$ cat config.mk
export PLATFORM = sky130hd
export DESIGN_NAME = pump_valve_interlock_controller_top
export DESIGN_NICKNAME = d
export VERILOG_FILES = /design/src/hw/rtl/pvic_pkg.sv /design/src/hw/rtl/pump_valve_interlock_controller_top.sv /design/src/hw/rtl/pvic_cfg.sv /design/src/hw/rtl/pvic_level.sv /design/src/hw/rtl/pvic_core.sv
export SDC_FILE = /design/constraint.sdc
export NUM_CORES = 1
export LEC_CHECK = 0
export ABC_CLOCK_PERIOD_IN_PS = 16300
export BUFFER_PORTS_ARGS = -buffer_cell sky130_fd_sc_hd__buf_2
export CORE_MARGIN = 10
export CORE_UTILIZATION = 35
export DETAILED_ROUTE_END_ITERATION = 8
export PLACE_DENSITY = 0.57
export SLEW_MARGIN = 20
export SYNTH_ARGS = -nofsm -noshare
export SYNTH_HDL_FRONTEND = slang
export SYNTH_SLANG_ARGS = --single-unit
$ cat constraint.sdc
create_clock -name clk -period 16.3 [get_ports clk]
set_clock_uncertainty 0.2 [all_clocks]
set_input_delay 0.815 -clock clk [delete_from_list [all_inputs] [get_ports clk]]
set_output_delay 0.815 -clock clk [all_outputs]
set_load 0.005 [all_outputs]
$ cat src/hw/rtl/pvic_pkg.sv
// Package for the pump and valve interlock controller.
// Holds the transaction structs, opcode and LED codes, register map and constants.
// No dependencies; every other file imports it.
package pvic_pkg;

  // Timer saturation point, sonar geometry, divide-by-ten constants and toggle run length.
  localparam logic [15:0] TIMER_CEILING = 16'd60000;
  localparam logic [11:0] SONAR_ZERO_MM = 12'd860;
  // 6554 / 2**16 approximates one tenth closely enough for values below 9706.
  localparam logic [12:0] DIV10_RECIP   = 13'd6554;
  localparam int          DIV10_SHIFT   = 16;
  localparam logic [15:0] TOGGLE_RUN_S  = 16'(60 * 180);

  // Register reset values.
  localparam logic [4:0]  HOUR_A_RST      = 5'd7;
  localparam logic [4:0]  HOUR_B_RST      = 5'd19;
  localparam logic [15:0] AUTO_RUN_RST    = 16'd7200;
  localparam logic [15:0] PUMP_MIN_OFF_RST = 16'(45 * 60);
  localparam logic [15:0] PUMP_MIN_ON_RST = 16'd15;
  localparam logic [15:0] PUMP_MAX_ON_RST = 16'(15 * 60);
  localparam logic [15:0] VALVE_MAX_ON_RST = 16'(4 * 60 * 60);

  // Register map: word index, byte address 4*index.
  localparam int          CFG_ADDR_W   = 5;
  localparam logic [2:0]  REG_HOUR_A   = 3'd0;
  localparam logic [2:0]  REG_HOUR_B   = 3'd1;
  localparam logic [2:0]  REG_AUTO_RUN = 3'd2;
  localparam logic [2:0]  REG_MIN_OFF  = 3'd3;
  localparam logic [2:0]  REG_MIN_ON   = 3'd4;
  localparam logic [2:0]  REG_MAX_ON   = 3'd5;
  localparam logic [2:0]  REG_VMAX_ON  = 3'd6;

  // Opcodes of the command transaction.
  localparam logic [2:0]  OP_TICK     = 3'd0;
  localparam logic [2:0]  OP_MIDNIGHT = 3'd1;
  localparam logic [2:0]  OP_AUTO     = 3'd2;
  localparam logic [2:0]  OP_MANUAL   = 3'd3;
  localparam logic [2:0]  OP_TOGGLE   = 3'd4;
  localparam logic [2:0]  OP_FLUSH    = 3'd5;
  localparam logic [2:0]  OP_FILL     = 3'd6;

  // Red LED modes.
  localparam logic [1:0]  RED_OFF   = 2'd0;
  localparam logic [1:0]  RED_ON    = 2'd1;
  localparam logic [1:0]  RED_BLINK = 2'd2;

  typedef struct packed {
    logic [2:0]  opcode;
    logic [4:0]  hour_now;
    logic [5:0]  minute_now;
    logic [5:0]  second_now;
    logic [11:0] distance_mm;
    logic        full_switch;
    logic        well_dry;
    logic [10:0] manual_minutes;
  } cmd_t;

  typedef struct packed {
    logic        valve_open;
    logic        pump_running;
    logic        auto_enabled;
    logic        flushing;
    logic        tank_full_flag;
    logic        well_empty_flag;
    logic [15:0] tank_litres;
    logic [15:0] daily_litres;
    logic [15:0] pump_seconds_today;
    logic        green_led;
    logic [1:0]  red_led;
  } stat_t;

  // Configuration bundle from the register block to the core.
  typedef struct packed {
    logic [4:0]  hour_a;
    logic [4:0]  hour_b;
    logic [15:0] auto_run_s;
    logic [15:0] pump_min_off_s;
    logic [15:0] pump_min_on_s;
    logic [15:0] pump_max_on_s;
    logic [15:0] valve_max_on_s;
  } cfg_t;

endpackage

$ cat src/hw/rtl/pump_valve_interlock_controller_top.sv
// Top level of the pump and valve interlock controller.
// Depends on pvic_pkg, pvic_cfg, pvic_core (which uses pvic_level).
//
//   Port group   Kind         Payload
//   cmd          valid/ready  cmd_t: opcode, clock time, sonar, switches, manual length
//   stat         valid/ready  stat_t: outputs, flags, litres, counters, LED modes
//   APB          psel/penable 7 registers at byte addresses 0..24, pready tied high
//
// Each command transaction is captured in an input register and then processed by
// the core logic once the result register is free, which writes the state and the result
// register. Throughput is one transaction per cycle while stat_ready stays high; stat_valid
// rises when the core steps on the registered command. Synchronous reset restores all defaults.
// A stalled result holds the input register; cmd_ready drops only when both hold
// data and the waiting result is not taken in that cycle.
module pump_valve_interlock_controller_top
  import pvic_pkg::*;
(
  input  logic                  clk,
  input  logic                  rst,
  input  logic                  cmd_valid,
  output logic                  cmd_ready,
  input  cmd_t                  cmd,
  output logic                  stat_valid,
  input  logic                  stat_ready,
  output stat_t                 stat,
  input  logic                  psel,
  input  logic                  penable,
  input  logic                  pwrite,
  input  logic [CFG_ADDR_W-1:0] paddr,
  input  logic [31:0]           pwdata,
  output logic [31:0]           prdata,
  output logic                  pready
);

  cfg_t cfg;
  cmd_t cmd_q;
  logic cmd_q_valid;
  logic step;

  pvic_cfg u_cfg (
    .clk     (clk),
    .rst     (rst),
    .psel    (psel),
    .penable (penable),
    .pwrite  (pwrite),
    .paddr   (paddr),
    .pwdata  (pwdata),
    .prdata  (prdata),
    .pready  (pready),
    .cfg     (cfg)
  );

  // Pipeline control: the core steps when the result register is free or draining.
  assign step      = cmd_q_valid && (!stat_valid || stat_ready);
  assign cmd_ready = !cmd_q_valid || step;

  // Input register.
  always_ff @(posedge clk) begin
    if (rst) begin
      cmd_q_valid <= 1'b0;
    end else if (cmd_ready) begin
      cmd_q_valid <= cmd_valid;
    end
  end

  always_ff @(posedge clk) begin
    if (cmd_valid && cmd_ready) begin
      cmd_q <= cmd;
    end
  end

  // Result valid flag.
  always_ff @(posedge clk) begin
    if (rst) begin
      stat_valid <= 1'b0;
    end else if (step) begin
      stat_valid <= 1'b1;
    end else if (stat_ready) begin
      stat_valid <= 1'b0;
    end
  end

  pvic_core u_core (
    .clk  (clk),
    .rst  (rst),
    .step (step),
    .cmd  (cmd_q),
    .cfg  (cfg),
    .stat (stat)
  );

`ifndef SYNTHESIS
  // An accepted transaction always lands in the input register.
  assert property (@(posedge clk) disable iff (rst)
    cmd_valid && cmd_ready |=> cmd_q_valid)
    else $error("accepted command not held in input register");

  // A step always leaves a result waiting.
  assert property (@(posedge clk) disable iff (rst)
    step |=> stat_valid)
    else $error("core step produced no result");

  // Green LED is the inverse of the valve state.
  assert property (@(posedge clk) disable iff (rst)
    stat_valid |-> stat.green_led == !stat.valve_open)
    else $error("green LED disagrees with valve state");

  // Red LED shows steady on exactly while the pump runs.
  assert property (@(posedge clk) disable iff (rst)
    stat_valid |-> (stat.red_led == RED_ON) == stat.pump_running)
    else $error("red LED disagrees with pump state");
`endif

endmodule

$ cat src/hw/rtl/pvic_cfg.sv
// APB-style configuration registers of the interlock controller.
// Depends on pvic_pkg for the register map, reset values and cfg_t.
module pvic_cfg
  import pvic_pkg::*;
(
  input  logic                  clk,
  input  logic                  rst,
  input  logic                  psel,
  input  logic                  penable,
  input  logic                  pwrite,
  input  logic [CFG_ADDR_W-1:0] paddr,
  input  logic [31:0]           pwdata,
  output logic [31:0]           prdata,
  output logic                  pready,
  output cfg_t                  cfg
);

  logic       wr_en;
  logic [2:0] reg_idx;

  assign pready  = 1'b1;
  assign wr_en   = psel && penable && pwrite;
  assign reg_idx = paddr[CFG_ADDR_W-1:2];

  // Register writes; an index past the last register is dropped.
  always_ff @(posedge clk) begin
    if (rst) begin
      cfg.hour_a         <= HOUR_A_RST;
      cfg.hour_b         <= HOUR_B_RST;
      cfg.auto_run_s     <= AUTO_RUN_RST;
      cfg.pump_min_off_s <= PUMP_MIN_OFF_RST;
      cfg.pump_min_on_s  <= PUMP_MIN_ON_RST;
      cfg.pump_max_on_s  <= PUMP_MAX_ON_RST;
      cfg.valve_max_on_s <= VALVE_MAX_ON_RST;
    end else if (wr_en) begin
      case (reg_idx)
        REG_HOUR_A:   cfg.hour_a         <= pwdata[4:0];
        REG_HOUR_B:   cfg.hour_b         <= pwdata[4:0];
        REG_AUTO_RUN: cfg.auto_run_s     <= pwdata[15:0];
        REG_MIN_OFF:  cfg.pump_min_off_s <= pwdata[15:0];
        REG_MIN_ON:   cfg.pump_min_on_s  <= pwdata[15:0];
        REG_MAX_ON:   cfg.pump_max_on_s  <= pwdata[15:0];
        REG_VMAX_ON:  cfg.valve_max_on_s <= pwdata[15:0];
        default: ;
      endcase
    end
  end

  // Read mux.
  always_comb begin
    case (reg_idx)
      REG_HOUR_A:   prdata = {27'd0, cfg.hour_a};
      REG_HOUR_B:   prdata = {27'd0, cfg.hour_b};
      REG_AUTO_RUN: prdata = {16'd0, cfg.auto_run_s};
      REG_MIN_OFF:  prdata = {16'd0, cfg.pump_min_off_s};
      REG_MIN_ON:   prdata = {16'd0, cfg.pump_min_on_s};
      REG_MAX_ON:   prdata = {16'd0, cfg.pump_max_on_s};
      REG_VMAX_ON:  prdata = {16'd0, cfg.valve_max_on_s};
      default:      prdata = 32'd0;
    endcase
  end

endmodule

$ cat src/hw/rtl/pvic_level.sv
// Tank level from the sonar distance: (860 - distance) * 3 / 10, toward zero.
// Depends on pvic_pkg for the sonar zero point and the divide-by-ten reciprocal.
module pvic_level
  import pvic_pkg::*;
(
  input  logic [11:0] distance_mm,
  output logic [15:0] litres
);

  logic        below_zero;
  logic [11:0] mag;
  logic [13:0] mag3;
  logic [25:0] prod;
  logic [9:0]  quot;

  // Work on the magnitude so that the division truncates toward zero.
  assign below_zero = distance_mm > SONAR_ZERO_MM;
  assign mag  = below_zero ? (distance_mm - SONAR_ZERO_MM) : (SONAR_ZERO_MM - distance_mm);
  assign mag3 = {mag, 1'b0} + {2'b00, mag};

  // Divide by ten through a reciprocal multiply; exact for the magnitudes seen here.
  assign prod = 26'({12'd0, mag3} * {13'd0, DIV10_RECIP});
  assign quot = prod[DIV10_SHIFT +: 10];

  assign litres = below_zero ? (16'd0 - {6'd0, quot}) : {6'd0, quot};

endmodule

$ cat src/hw/rtl/pvic_core.sv
// Controller state, per-transaction next-state logic and the result register.
// Depends on pvic_pkg and on pvic_level for the sonar conversion.
module pvic_core
  import pvic_pkg::*;
(
  input  logic  clk,
  input  logic  rst,
  input  logic  step,
  input  cmd_t  cmd,
  input  cfg_t  cfg,
  output stat_t stat
);

  typedef struct packed {
    logic        valve_on;
    logic [15:0] valve_timer;
    logic        pump_on;
    logic [15:0] pump_timer;
    logic [15:0] run_limit_s;
    logic [15:0] start_litres;
    logic        auto_mode;
    logic        flush_mode;
    logic        full_latched;
    logic        dry_latched;
    logic [15:0] level_litres;
    logic [15:0] irrigated_today;
    logic [15:0] pump_on_today;
  } state_t;

  state_t      st;
  state_t      st_next;
  stat_t       stat_next;
  logic [15:0] level_now;
  logic [16:0] manual_s;
  logic        auto_hour;

  pvic_level u_level (
    .distance_mm (cmd.distance_mm),
    .litres      (level_now)
  );

  // Manual run length in seconds: minutes * 64 - minutes * 4, kept to 16 bits.
  assign manual_s  = {cmd.manual_minutes, 6'd0} - {4'd0, cmd.manual_minutes, 2'd0};
  assign auto_hour = (cmd.hour_now == cfg.hour_a || cmd.hour_now == cfg.hour_b)
                     && cmd.minute_now == 6'd0 && cmd.second_now == 6'd0;

  // Next state: the event's actions in their defined order.
  always_comb begin
    st_next = st;
    case (cmd.opcode)
      OP_TICK: begin
        st_next.level_litres = level_now;
        st_next.full_latched = cmd.full_switch;
        st_next.dry_latched  = cmd.well_dry;
        // Scheduled irrigation start.
        if (st_next.auto_mode && auto_hour) begin
          st_next.run_limit_s  = cfg.auto_run_s;
          st_next.start_litres = level_now;
          if (!st_next.valve_on && st_next.valve_timer != 16'd0) begin
            st_next.valve_on    = 1'b1;
            st_next.valve_timer = 16'd0;
          end
        end
        // Refill pump start and stop from the level switches.
        if (!st_next.flush_mode && !(st_next.auto_mode && st_next.valve_on)
            && !cmd.full_switch && !cmd.well_dry && !st_next.pump_on
            && st_next.pump_timer > cfg.pump_min_off_s) begin
          st_next.pump_on    = 1'b1;
          st_next.pump_timer = 16'd0;
        end
        if ((cmd.full_switch || cmd.well_dry) && st_next.pump_on
            && st_next.pump_timer > cfg.pump_min_on_s) begin
          st_next.pump_on    = 1'b0;
          st_next.pump_timer = 16'd0;
        end
        // Run end, timer advance and maximum on-times; all frozen while flushing.
        if (!st_next.flush_mode) begin
          if (st_next.valve_on && st_next.valve_timer > st_next.run_limit_s) begin
            st_next.valve_on        = 1'b0;
            st_next.valve_timer     = 16'd0;
            st_next.irrigated_today = st_next.irrigated_today + st_next.start_litres
                                      - level_now;
          end
          if (st_next.pump_timer < TIMER_CEILING) begin
            st_next.pump_timer = st_next.pump_timer + 16'd1;
          end
          if (st_next.valve_timer < TIMER_CEILING) begin
            st_next.valve_timer = st_next.valve_timer + 16'd1;
          end
          if (st_next.pump_on && st_next.pump_timer > cfg.pump_max_on_s
              && st_next.pump_timer > cfg.pump_min_on_s) begin
            st_next.pump_on    = 1'b0;
            st_next.pump_timer = 16'd0;
          end
          if (st_next.valve_on && st_next.valve_timer > cfg.valve_max_on_s
              && st_next.valve_timer != 16'd0) begin
            st_next.valve_on    = 1'b0;
            st_next.valve_timer = 16'd0;
          end
        end
        if (st_next.pump_on) begin
          st_next.pump_on_today = st_next.pump_on_today + 16'd1;
        end
      end
      OP_MIDNIGHT: begin
        st_next.irrigated_today = 16'd0;
        st_next.pump_on_today   = 16'd0;
      end
      OP_AUTO: begin
        st_next.auto_mode = 1'b1;
      end
      OP_MANUAL: begin
        st_next.auto_mode   = 1'b0;
        st_next.run_limit_s = manual_s[15:0];
        if (!st.valve_on && st.valve_timer != 16'd0) begin
          st_next.valve_on    = 1'b1;
          st_next.valve_timer = 16'd0;
        end
      end
      OP_TOGGLE: begin
        if (!st.valve_on) begin
          st_next.run_limit_s = TOGGLE_RUN_S;
          if (st.valve_timer != 16'd0) begin
            st_next.valve_on    = 1'b1;
            st_next.valve_timer = 16'd0;
          end
        end else if (st.valve_timer != 16'd0) begin
          st_next.valve_on    = 1'b0;
          st_next.valve_timer = 16'd0;
        end
      end
      OP_FLUSH: begin
        st_next.flush_mode = 1'b1;
        if (!st.valve_on && st.valve_timer != 16'd0) begin
          st_next.valve_on    = 1'b1;
          st_next.valve_timer = 16'd0;
        end
        if (st.pump_on && st.pump_timer > cfg.pump_min_on_s) begin
          st_next.pump_on    = 1'b0;
          st_next.pump_timer = 16'd0;
        end
      end
      OP_FILL: begin
        st_next.flush_mode = 1'b0;
        if (st.valve_on && st.valve_timer != 16'd0) begin
          st_next.valve_on    = 1'b0;
          st_next.valve_timer = 16'd0;
        end
      end
      default: ;
    endcase
  end

  // Status fields come from the state after the event.
  always_comb begin
    stat_next.valve_open         = st_next.valve_on;
    stat_next.pump_running       = st_next.pump_on;
    stat_next.auto_enabled       = st_next.auto_mode;
    stat_next.flushing           = st_next.flush_mode;
    stat_next.tank_full_flag     = st_next.full_latched;
    stat_next.well_empty_flag    = st_next.dry_latched;
    stat_next.tank_litres        = st_next.level_litres;
    stat_next.daily_litres       = st_next.irrigated_today;
    stat_next.pump_seconds_today = st_next.pump_on_today;
    stat_next.green_led          = !st_next.valve_on;
    if (st_next.pump_on) begin
      stat_next.red_led = RED_ON;
    end else if (!st_next.full_latched && st_next.dry_latched) begin
      stat_next.red_led = RED_BLINK;
    end else begin
      stat_next.red_led = RED_OFF;
    end
  end

  // State registers.
  always_ff @(posedge clk) begin
    if (rst) begin
      st.valve_on        <= 1'b0;
      st.valve_timer     <= TIMER_CEILING;
      st.pump_on         <= 1'b0;
      st.pump_timer      <= TIMER_CEILING;
      st.run_limit_s     <= 16'd0;
      st.start_litres    <= 16'd0;
      st.auto_mode       <= 1'b1;
      st.flush_mode      <= 1'b0;
      st.full_latched    <= 1'b0;
      st.dry_latched     <= 1'b0;
      st.level_litres    <= 16'd0;
      st.irrigated_today <= 16'd0;
      st.pump_on_today   <= 16'd0;
    end else if (step) begin
      st <= st_next;
    end
  end

  // Result register; payload only, validity is tracked by the top level.
  always_ff @(posedge clk) begin
    if (step) begin
      stat <= stat_next;
    end
  end

endmodule
Word level (Yosys, flattened, before mapping) --
Index checks and enable logic that the tools add are counted.
Operators by class: multiply operators 1, add/subtract/negate cells 10, equal/unequal tests 18, reductions and logical operators 60, magnitude comparators 10, muxes and demuxes 44
Operator list (count):
- 17-bit 2-to-1 mux | 17
- 16-bit 2-to-1 mux | 11
- 16-bit greater-than comparator | 7
- 16-bit case mux with 7 select lines | 1
- 34-bit 2-to-1 mux | 2
- 17-bit case mux with 4 select lines | 1
- 32-bit 2-to-1 mux | 2
- 32-bit case mux with 2 select lines | 1
- 16-bit by 1-bit adder with 16-bit output, second input constant | 3
- 16-bit case mux with 3 select lines | 1
- 17-bit case mux with 2 select lines | 1
- 16-bit < comparator, second input constant | 2
- 16-bit nonzero test | 2
- 14-bit by 12-bit multiplier with 25-bit output, second input constant | 1
- 1-bit logical AND | 24
- 3-bit == test, second input constant | 6
- 18-bit 2-to-1 mux | 1
- 16-bit adder | 1
- 2-bit AND reduction | 8
- 16-bit by 13-bit subtractor with 16-bit output | 1
- 16-bit subtractor | 1
- 13-bit by 12-bit adder with 14-bit output | 1
- 3-bit by 2-bit == test with 1-bit output, second input constant | 4
- 12-bit by 10-bit greater-than comparator with 1-bit output, second input constant | 1
- other kinds (21) | 43
Storage, ports and cells: output and inout bits 92, bits in registers 312, input port bits 89, word-level logic and storage cells 184

Depth between registers and ports, before layout --
Gate-level depths: netlist of the first run.
depth after elaboration 32, depth in mapped cells 62, gate-level depth less buffers 59

Modules after synthesis --
From an unflattened synthesis of the first run, not the netlist that was laid out.
Unflattened totals: cell total of the unflattened synthesis 2712, area total of the unflattened synthesis 24004.3 sq um
Modules (own cells, without submodules):
- pvic_core | times used 1, cells each 1650, area each 13872.1 sq um, seq. area each 4073.9 sq um
- pvic_cfg | times used 1, cells each 503, area each 4430.5 sq um, seq. area each 1801.7 sq um
- pvic_level | times used 1, cells each 504, area each 4246.6 sq um, seq. area each 0.0 sq um
- pump_valve_interlock_controller_top | times used 1, cells each 55, area each 1455.1 sq um, seq. area each 1391.3 sq um

Worst setup path before layout of the first run --
OpenSTA, ideal clock, no wires.
kind register to register, start point register cmd_q[15] (netlist bit), end point register, netlist name u_core.stat[34], buffers on the path 3, cell stages (with the launch flop) 56, period minus slack after synthesis 12.812 ns, library setup time 0.145 ns, required time 15.955 ns, arrival time 12.467 ns, path slack 3.488 ns, cell sequence edfxtp_1 > ha_1 > nand2_1 > o21bai_1 > a21oi_1 > o21a_1 > clkbuf_1 > clkbuf_1 > clkbuf_1 > nand2_1 > o21ai_0 > ha_1 > inv_1 > fa_1 > or3b_2 > mux2i_1 > o221a_2 > o21a_1 > [20 not listed] > a21oi_1 > nor2_1 > o22ai_2 > xnor2_1 > mux2i_1 > fa_1 > inv_1 > ha_1 > nand3_1 > nand2_1 > a41oi_1 > a21oi_1 > a21o_1 > a21oi_1 > o21bai_1 > a21oi_1 > xnor3_1 > o21ai_1
RTL lines:
- from (decl) | RTL line pump_valve_interlock_controller_top.sv:36 | cmd_t cmd_q;
- from (signal assigned) | RTL line pump_valve_interlock_controller_top.sv:68 | cmd_q <= cmd;

==> metrics, run 1 <==
Syn Inst Count=2692; number of hold buffers added after CTS=0; post-layout min period=14.47 ns; Inserted Clock Buffers=39; crit path from=cmd_q[13]; nature of the critical path endpoint=register; CP startpoint kind=register; RSZ-0062 raised after global routing=false; drt wl/cell=19.3 um; grt ovf=0; Post-Route WL=71.0 mm; Reg2Reg Launch Point=cmd_q[13]; antenna cells=0; layout cells sized above 1=9.89%; row count=94; slew margin rel.=33.7%; CP Class=reg2reg; Residual DRC=0; core box area=65500 um2; clk_lat worst skew=0.57 ns; Warnings, synthesis=0; Syn-to-layout area delta=12.1%; outcome=completed; initial antenna violation count=1; 1st-iter DRT viols=1554; Sink Count=312; Die Area=76500 um2; Max-cap violations=0; effective utilization at floorplan=35.2%; Critical Path RT=16.51 ns; Post-synth ARST share=0%; routed vias=19900; number of synthesized flops with an enable pin=102; die width=277 um; Pre-antenna DRT Iters=5; post-synthesis sequential area ratio=31.5%; flops & latches, synth=312; NumNets Final=3180; Main synth FF type=dfxtp_1; r2r setup slk=1.83 ns; Slew @ Worst Pin=0.987 ns; H-tree depth=2; clk buf depth=3; CP max-delay cell=o21a_1; CP Max Fanout=25; Hold Path Cell Cnt=1; largest net degree at the start of global routing=91; CTS root buffer=clkbuf_16; vias in the first global route=19400; hpwl dp=54.6 mm; Final setup viols=0; Worst Hold Class=in2reg; final hold vios=0; Reg-to-Reg End=u_core.stat[34]; synthesized area=23100 um2; clk slew on worst S/H paths=0.06 ns; GRT Total Usage=17.9%; Worst R2R Path Depth=52; setup TNS=0 ns; chip height=277 um; post-route ant nets=0; Hold Path End=cmd_q[12]; postcts setup bufs=0; first-pass GRT wire length=111 mm; via/cell ratio=5.40; # IOs=181; CTS resizes=0; fmax=69.1 MHz; Final Cycle Share=88.8%; # port buffers=145; Slew Viols, Final=0; Synth cell types=86; hold_sp=cmd[12]; crit-path max cell delay=0.82 ns; worst path arrival time=14.68 ns; Syn Area/Cell=8.56 um2; GPL Wtd Cong=0.904; CTS tree=done
## critical path, delay by kind of cell (launching register included)
| family | cells | cell delay (ns) |
|---|---|---|
| compound gates | 19 | 4.53 |
| fa+ha+maj | 12 | 4.74 |
| buf+inv | 5 | 0.43 |
| simple gates | 10 | 1.98 |
| flops | 1 | 0.54 |
| mux | 2 | 0.36 |
| xor+xnor | 4 | 1.48 |
## through the flow
step	instances	hold slack (ns)	worst slack (ns)	cell area (um2)	util, %
CTS	3675	0.196	1.77	25800	39.5
global placement	3604	0.242	2.17	24500	37.4
detailed placement	3604	0.249	1.82	24500	37.4
finish	3675	0.219	1.83	25800	39.5
floorplan	2707	0.234	3.49	23100	-
global route	3675	0.203	0.810	25800	39.5
## synthesized netlist by cell type (53+ instances only)
| cell | count | area (um2) |
|---|---|---|
| nand2_1 | 362 | 1360 |
| inv_1 | 259 | 972 |
| ha_1 | 246 | 3080 |
| dfxtp_1 | 210 | 4200 |
| a21oi_1 | 196 | 981 |
| nor2_1 | 168 | 631 |
| o21ai_0 | 121 | 606 |
| edfxtp_1 | 102 | 3060 |
| clkbuf_1 | 96 | 360 |
| nand3_1 | 65 | 325 |
| fa_1 | 64 | 1280 |
| xnor2_1 | 62 | 543 |
| mux2i_1 | 53 | 531 |
## cells by family after synthesis
kind of cell	count (synthesis)	synth area share, %
adders and majority gates	310	18.9
other	2	0.0326
DFF	312	31.5
muxes	67	3.08
buffers and inverters	396	6.76
AOI/OAI and AO/OA	640	18.3
and+or+nand+nor	866	17.6
xor gates and xnor gates	99	3.82
## area by class of cell
| class | count | area [um2] |
|---|---|---|
| repair buffers | 168 | 905 |
| flip-flops and latches | 312 | 7270 |
| clock buffers | 53 | 1100 |
| fillers | 6527 | 39700 |
| inverters | 261 | 981 |
| multi-input cells | 1999 | 14300 |
| clock inverters | 18 | 220 |
| well taps | 864 | 1080 |
## routing by layer
metal / wire (um) / vias to the layer above / global-route usage (%) / share of wire (%)
met2: 33100 / 558 / 29.5 / 47
met3: 4110 / 98 / 2.76 / 5.8
li1: - / 9641 / - / -
met4: 1830 / 0 / 5.35 / 2.6
met5: 0 / - / 0 / 0
met1: 31900 / 9556 / 23.8 / 45
## registers in the layout, summed over array words and instances (netlist names)
name	flops
u_core.stat	57
cmd_q	45
stat_valid	1
u_core.st	118
cmd_q_valid	1
u_cfg.cfg	90
## cells in the final DEF (no fill, tap or decap), drive strengths merged, types with 30 or more instances in the layout
cell / netlist / final
nand3: 65 / 65
o21a: 41 / 41
a22o: 31 / 31
edfxtp: 102 / 102
a211oi: 30 / 30
a21oi: 196 / 196
o21ai: 129 / 129
inv: 259 / 264
xor2: 36 / 36
fa: 64 / 64
xnor2: 62 / 62
mux2i: 53 / 53
nor2: 168 / 168
and2: 46 / 46
dfxtp: 210 / 210
nand2: 362 / 362
ha: 246 / 246
buf: 39 / 168
nor3: 46 / 46
clkbuf: 96 / 53
a21o: 40 / 40
nand4: 42 / 42
## worst max path at each step
stage,end,depth (start not counted),slack (ns)
after floorplan,u_core.stat[34],55,3.49
after global placement,u_core.stat[34],52,2.17
after detailed placement,u_core.stat[34],52,1.82
after CTS,u_core.stat[34],52,1.77
after global routing,u_core.stat[34],52,0.81
final,u_core.stat[34],52,1.83
Power of run 1 is left out: the tool's default activity adds up to more than one toggle a clock period on the data nets, which glitch-free logic cannot reach.
==> inputs of run 2 (changes only) <==
--- a/config.mk
+++ b/config.mk
@@ -5,7 +5,7 @@
 export SDC_FILE = /design/constraint.sdc
 export NUM_CORES = 1
 export LEC_CHECK = 0
-export ABC_CLOCK_PERIOD_IN_PS = 16300
+export ABC_CLOCK_PERIOD_IN_PS = 14400
 export BUFFER_PORTS_ARGS = -buffer_cell sky130_fd_sc_hd__buf_2
 export CORE_MARGIN = 10
 export CORE_UTILIZATION = 35
==> constraint.sdc (replaced) <==
create_clock -name clk -period 14.4 [get_ports clk]
set_clock_uncertainty 0.2 [all_clocks]
set_input_delay 0.72 -clock clk [delete_from_list [all_inputs] [get_ports clk]]
set_output_delay 0.72 -clock clk [all_outputs]
set_load 0.005 [all_outputs]
==> run 2 against run 1 <==
  * Fmax increased by 8.3%
  * Final area grew 0.27%
  * Register-to-register slack worse by 0.79 ns
==> metrics, run 2 (same netlist as run 1, synthesis figures left out) <==
outcome=completed; via/cell ratio=5.39; Slew @ Worst Pin=1.03 ns; effective utilization at floorplan=35.2%; crit-path max cell delay=0.54 ns; clk buf depth=3; chip height=277 um; die width=277 um; H-tree depth=2; fmax=74.9 MHz; vias in the first global route=19500; Worst Hold Class=in2reg; Max-cap violations=0; Slew Viols, Final=0; Inserted Clock Buffers=39; Reg2Reg Launch Point=cmd_q[13]; first-pass GRT wire length=111 mm; Post-Route WL=71.1 mm; CTS tree=done; grt ovf=0; drt wl/cell=19.3 um; max reg flops=118; largest net degree at the start of global routing=85; core box area=65500 um2; max layer used=met5; hold_sp=cmd[38]; Pre-antenna DRT Iters=5; number of hold buffers added after CTS=0; Sink Count=312; Regs by FF count=u_core.st (118), u_cfg.cfg (90), u_core.stat (57); GPL Wtd Cong=0.937; setup TNS=0 ns; CP max-delay cell=edfxtp_1; Residual DRC=0; postcts setup bufs=0; Hold Path Cell Cnt=1; nature of the critical path endpoint=register; CP Max Fanout=8; r2r setup slk=1.04 ns; # port buffers=145; met2 WL=33.6 mm; commonest cells after routing, fill and taps aside=nand2_1, inv_1, ha_1, dfxtp_1, a21oi_1; CTS root buffer=clkbuf_16; routed vias=19800; CP startpoint kind=register; antenna cells=0; initial antenna violation count=3; # IOs=181; Final setup viols=0; most common cell after layout, fill and taps aside=nand2_1; routed wl met3=3.92 mm; Hold Path End=cmd_q[38]; worst path arrival time=13.59 ns; final hold vios=0; Syn-to-layout area delta=12.4%; Critical Path RT=14.64 ns; Reg-to-Reg End=u_core.stat[34]; Final Cycle Share=92.8%; RSZ-0062 raised after global routing=false; Worst R2R Path Depth=53; slew margin rel.=31.5%; Reg with most FFs=u_core.st; post-layout min period=13.36 ns; hpwl dp=55.3 mm; Die Area=76500 um2; clk_lat worst skew=0.58 ns; post-route ant nets=0; clk slew on worst S/H paths=0.06 ns; CP Class=reg2reg; GRT Total Usage=17.8%; NumNets Final=3184; met1 wire length=31.9 mm; 1st-iter DRT viols=1498; layout cells sized above 1=10.0%; CTS resizes=0; row count=94
==> run 2: cell types whose count changed in the layout (fill, tap and decap cells not counted), sizes merged <==
cell and delta:
buf +4, clkinv +2, clkinvlp +3, inv -4
==> run 2: worst max-delay path by stage <==
stage                                  to       from  slack [ns]  cells after the start
after floorplan           u_core.stat[34]  cmd_q[15]        1.59                     55
after global placement    u_core.stat[34]  cmd_q[13]        0.96                     52
after detailed placement  u_core.stat[34]  cmd_q[13]        0.77                     52
after CTS                 u_core.stat[34]  cmd_q[13]        0.76                     52
after global routing      u_core.stat[34]  cmd_q[13]        0.02                     54
final                     u_core.stat[34]  cmd_q[13]        1.04                     53
==> run 2: routing by layer <==
layer / track usage, % / up-vias
met5: 0 / -
met4: 5.39 / 4
met3: 2.62 / 90
met2: 29.7 / 558
met1: 23.5 / 9527
li1: - / 9659
==> run 2: worst max-delay path, delay by kind of cell, from the launching register on <==
| kind | cells | cell delay [ns] |
|---|---|---|
| multiplexers | 2 | 0.37 |
| adder cells (fa/ha/maj) | 12 | 4.62 |
| XOR/XNOR | 4 | 1.10 |
| flip-flops | 1 | 0.54 |
| buffers and inverters | 6 | 0.61 |
| AND/OR/NAND/NOR | 10 | 1.89 |
| AO/OA/AOI/OAI | 19 | 3.89 |
==> run 2: area by class of cell <==
cell class	instances	area [um2]
clock inverters	19	246
flip-flops and latches	312	7270
well taps	864	1080
multi-input cells	1999	14300
fillers	6545	39600
inverters	261	981
clock buffers	53	1120
repair buffers	172	931
==> run 2: through the flow <==
stage                     hold slack (ns)  utilization, %  std cells  setup WS [ns]  instance area, um2
final                               0.125            39.6       3680           1.04               25900
after global routing                0.106            39.6       3680         0.0179               25900
after CTS                           0.100            39.6       3680          0.763               25900
after detailed placement            0.247            37.5       3608          0.772               24600
after global placement              0.241            37.5       3608          0.957               24600
after floorplan                     0.234               -       2707           1.59               23100
Power of run 2 is left out for the same reason.
==> inputs of run 3 (changes only) <==
--- a/config.mk
+++ b/config.mk
@@ -5,12 +5,13 @@
 export SDC_FILE = /design/constraint.sdc
 export NUM_CORES = 1
 export LEC_CHECK = 0
+export ABC_AREA = 0
 export ABC_CLOCK_PERIOD_IN_PS = 14400
 export BUFFER_PORTS_ARGS = -buffer_cell sky130_fd_sc_hd__buf_2
 export CORE_MARGIN = 10
-export CORE_UTILIZATION = 35
+export CORE_UTILIZATION = 40
 export DETAILED_ROUTE_END_ITERATION = 8
-export PLACE_DENSITY = 0.57
+export PLACE_DENSITY = 0.63
 export SLEW_MARGIN = 20
 export SYNTH_ARGS = -nofsm -noshare
 export SYNTH_HDL_FRONTEND = slang
==> run 3 against run 2 <==
  * Via count hardly changed
  * Final cell count is 3.1% lower
  * Hold slack better by 0.0033 ns
  * Largest cell class unchanged
  * Sequential share of layout area is 0.39 points higher
  * First-iteration DRC count is 1.9% higher
  * Sequential cell count stayed put
  * Fmax is 0.24% higher
  * Non-clock buffer count is 2 lower
==> metrics, run 3 (same netlist as run 1, synthesis figures left out) <==
outcome=completed; crit-path max cell delay=0.55 ns; post-layout min period=13.33 ns; Worst Hold Class=in2reg; Final Cell Area=25600 um2; Sink Count=312; effective utilization at floorplan=40.6%; met2 Use GR=31.5%; post-layout util=45.1%; grt ovf=0; CP endpoint=u_core.st[31]; placed cell area=24400 um2; Reg-to-Reg End=u_core.st[31]; FILL cells=5493; worst path arrival time=13.61 ns; CP max-delay cell=fa_1; Pre-antenna DRT Iters=6; most common cell after layout, fill and taps aside=nand2_1; CP Class=reg2reg; Worst R2R Path Depth=54; Syn-to-layout area delta=10.9%; via/cell ratio=5.56; area occupied by multi-input gates=14300 um2; CTS tree=done; Critical Path RT=14.69 ns; row count=87; number of hold buffers added after CTS=0; commonest cells after routing, fill and taps aside=nand2_1, inv_1, ha_1, dfxtp_1, a21oi_1; Slew @ Worst Pin=1.01 ns; crit path from=cmd_q[13]; post-route ant nets=0; max reg flops=118; drt wl/cell=19.3 um; Residual DRC=0; 1st-iter DRT viols=1526; clk slew on worst S/H paths=0.06 ns; H-tree depth=2; setup TNS=0 ns; clk_lat worst skew=0.57 ns; GRT Total Usage=19.8%; Reg with most FFs=u_core.st; met3 usage=3.80%; Max-cap violations=0; Sequential Area=7270 um2; CTS resizes=0; Slew Viols, Final=0; chip height=260 um; nature of the critical path endpoint=register; NumNets Final=3181; Final Cycle Share=92.5%; Inserted Clock Buffers=38; initial antenna violation count=0; Post-Route WL=68.7 mm; GPL Wtd Cong=0.934; fmax=75.0 MHz; # port buffers=145; routed vias=19800; # IOs=181; final hold vios=0; met1 Use GR=26.2%; antenna cells=0; Reg2Reg Launch Point=cmd_q[13]; CTS root buffer=clkbuf_16; Die Area=67600 um2; vias in the first global route=19100; core box area=56700 um2; Regs by FF count=u_core.st (118), u_cfg.cfg (90), u_core.stat (57); postcts setup bufs=0; Final setup viols=0; slew margin rel.=33.0%; most frequent CP cell=a21oi_1; r2r setup slk=1.07 ns; clk buf depth=3; hpwl dp=53.2 mm; GRT busiest layer=met2; CP startpoint kind=register; RSZ-0062 raised after global routing=false; first-pass GRT wire length=107 mm; CP Max Fanout=8; Hold Path Cell Cnt=1; die width=260 um; largest net degree at the start of global routing=81; layout cells sized above 1=9.57%
## run 3: how the worst min path moves through the flow
stage / from / to
after floorplan: u_core.st[52] / u_core.st[52]
after global placement: u_core.st[52] / u_core.st[52]
after detailed placement: u_core.st[52] / u_core.st[52]
after CTS: cmd[10] / cmd_q[10]
after global routing: cmd[42] / cmd_q[42]
final: cmd[42] / cmd_q[42]
## run 3: layout make-up
class                   instances  share of cell area, %
flip-flops and latches        312                   28.4
repair buffers                170                   3.58
inverters                     261                   3.84
clock inverters                17                  0.529
clock buffers                  52                   4.00
multi-input cells            1999                   55.9
well taps                     756                   3.70
## run 3: stage by stage
stage               std cells  setup slack (ns)  hold WS (ns)
floorplan                2707              1.59         0.234
global placement         3498              1.19         0.241
detailed placement       3498             0.944         0.248
finish                   3567              1.07         0.128
global route             3567            0.0771         0.126
CTS                      3567             0.912         0.112
## run 3: worst max-delay path, delay by kind of cell (launching register included)
kind / cells / cell delay, ns
AO/OA/AOI/OAI: 21 / 3.95
XOR/XNOR: 4 / 1.10
adder cells (fa/ha/maj): 12 / 4.71
buffers and inverters: 6 / 0.56
flip-flops: 1 / 0.54
multiplexers: 2 / 0.36
AND/OR/NAND/NOR: 9 / 1.82
## run 3: per-layer routing
metal	part of all wire, %	vias up
met5	0	-
met4	3.4	0
met3	7.4	116
met2	45	660
met1	44	9392
li1	-	9652
Power of run 3 is left out for the same reason.
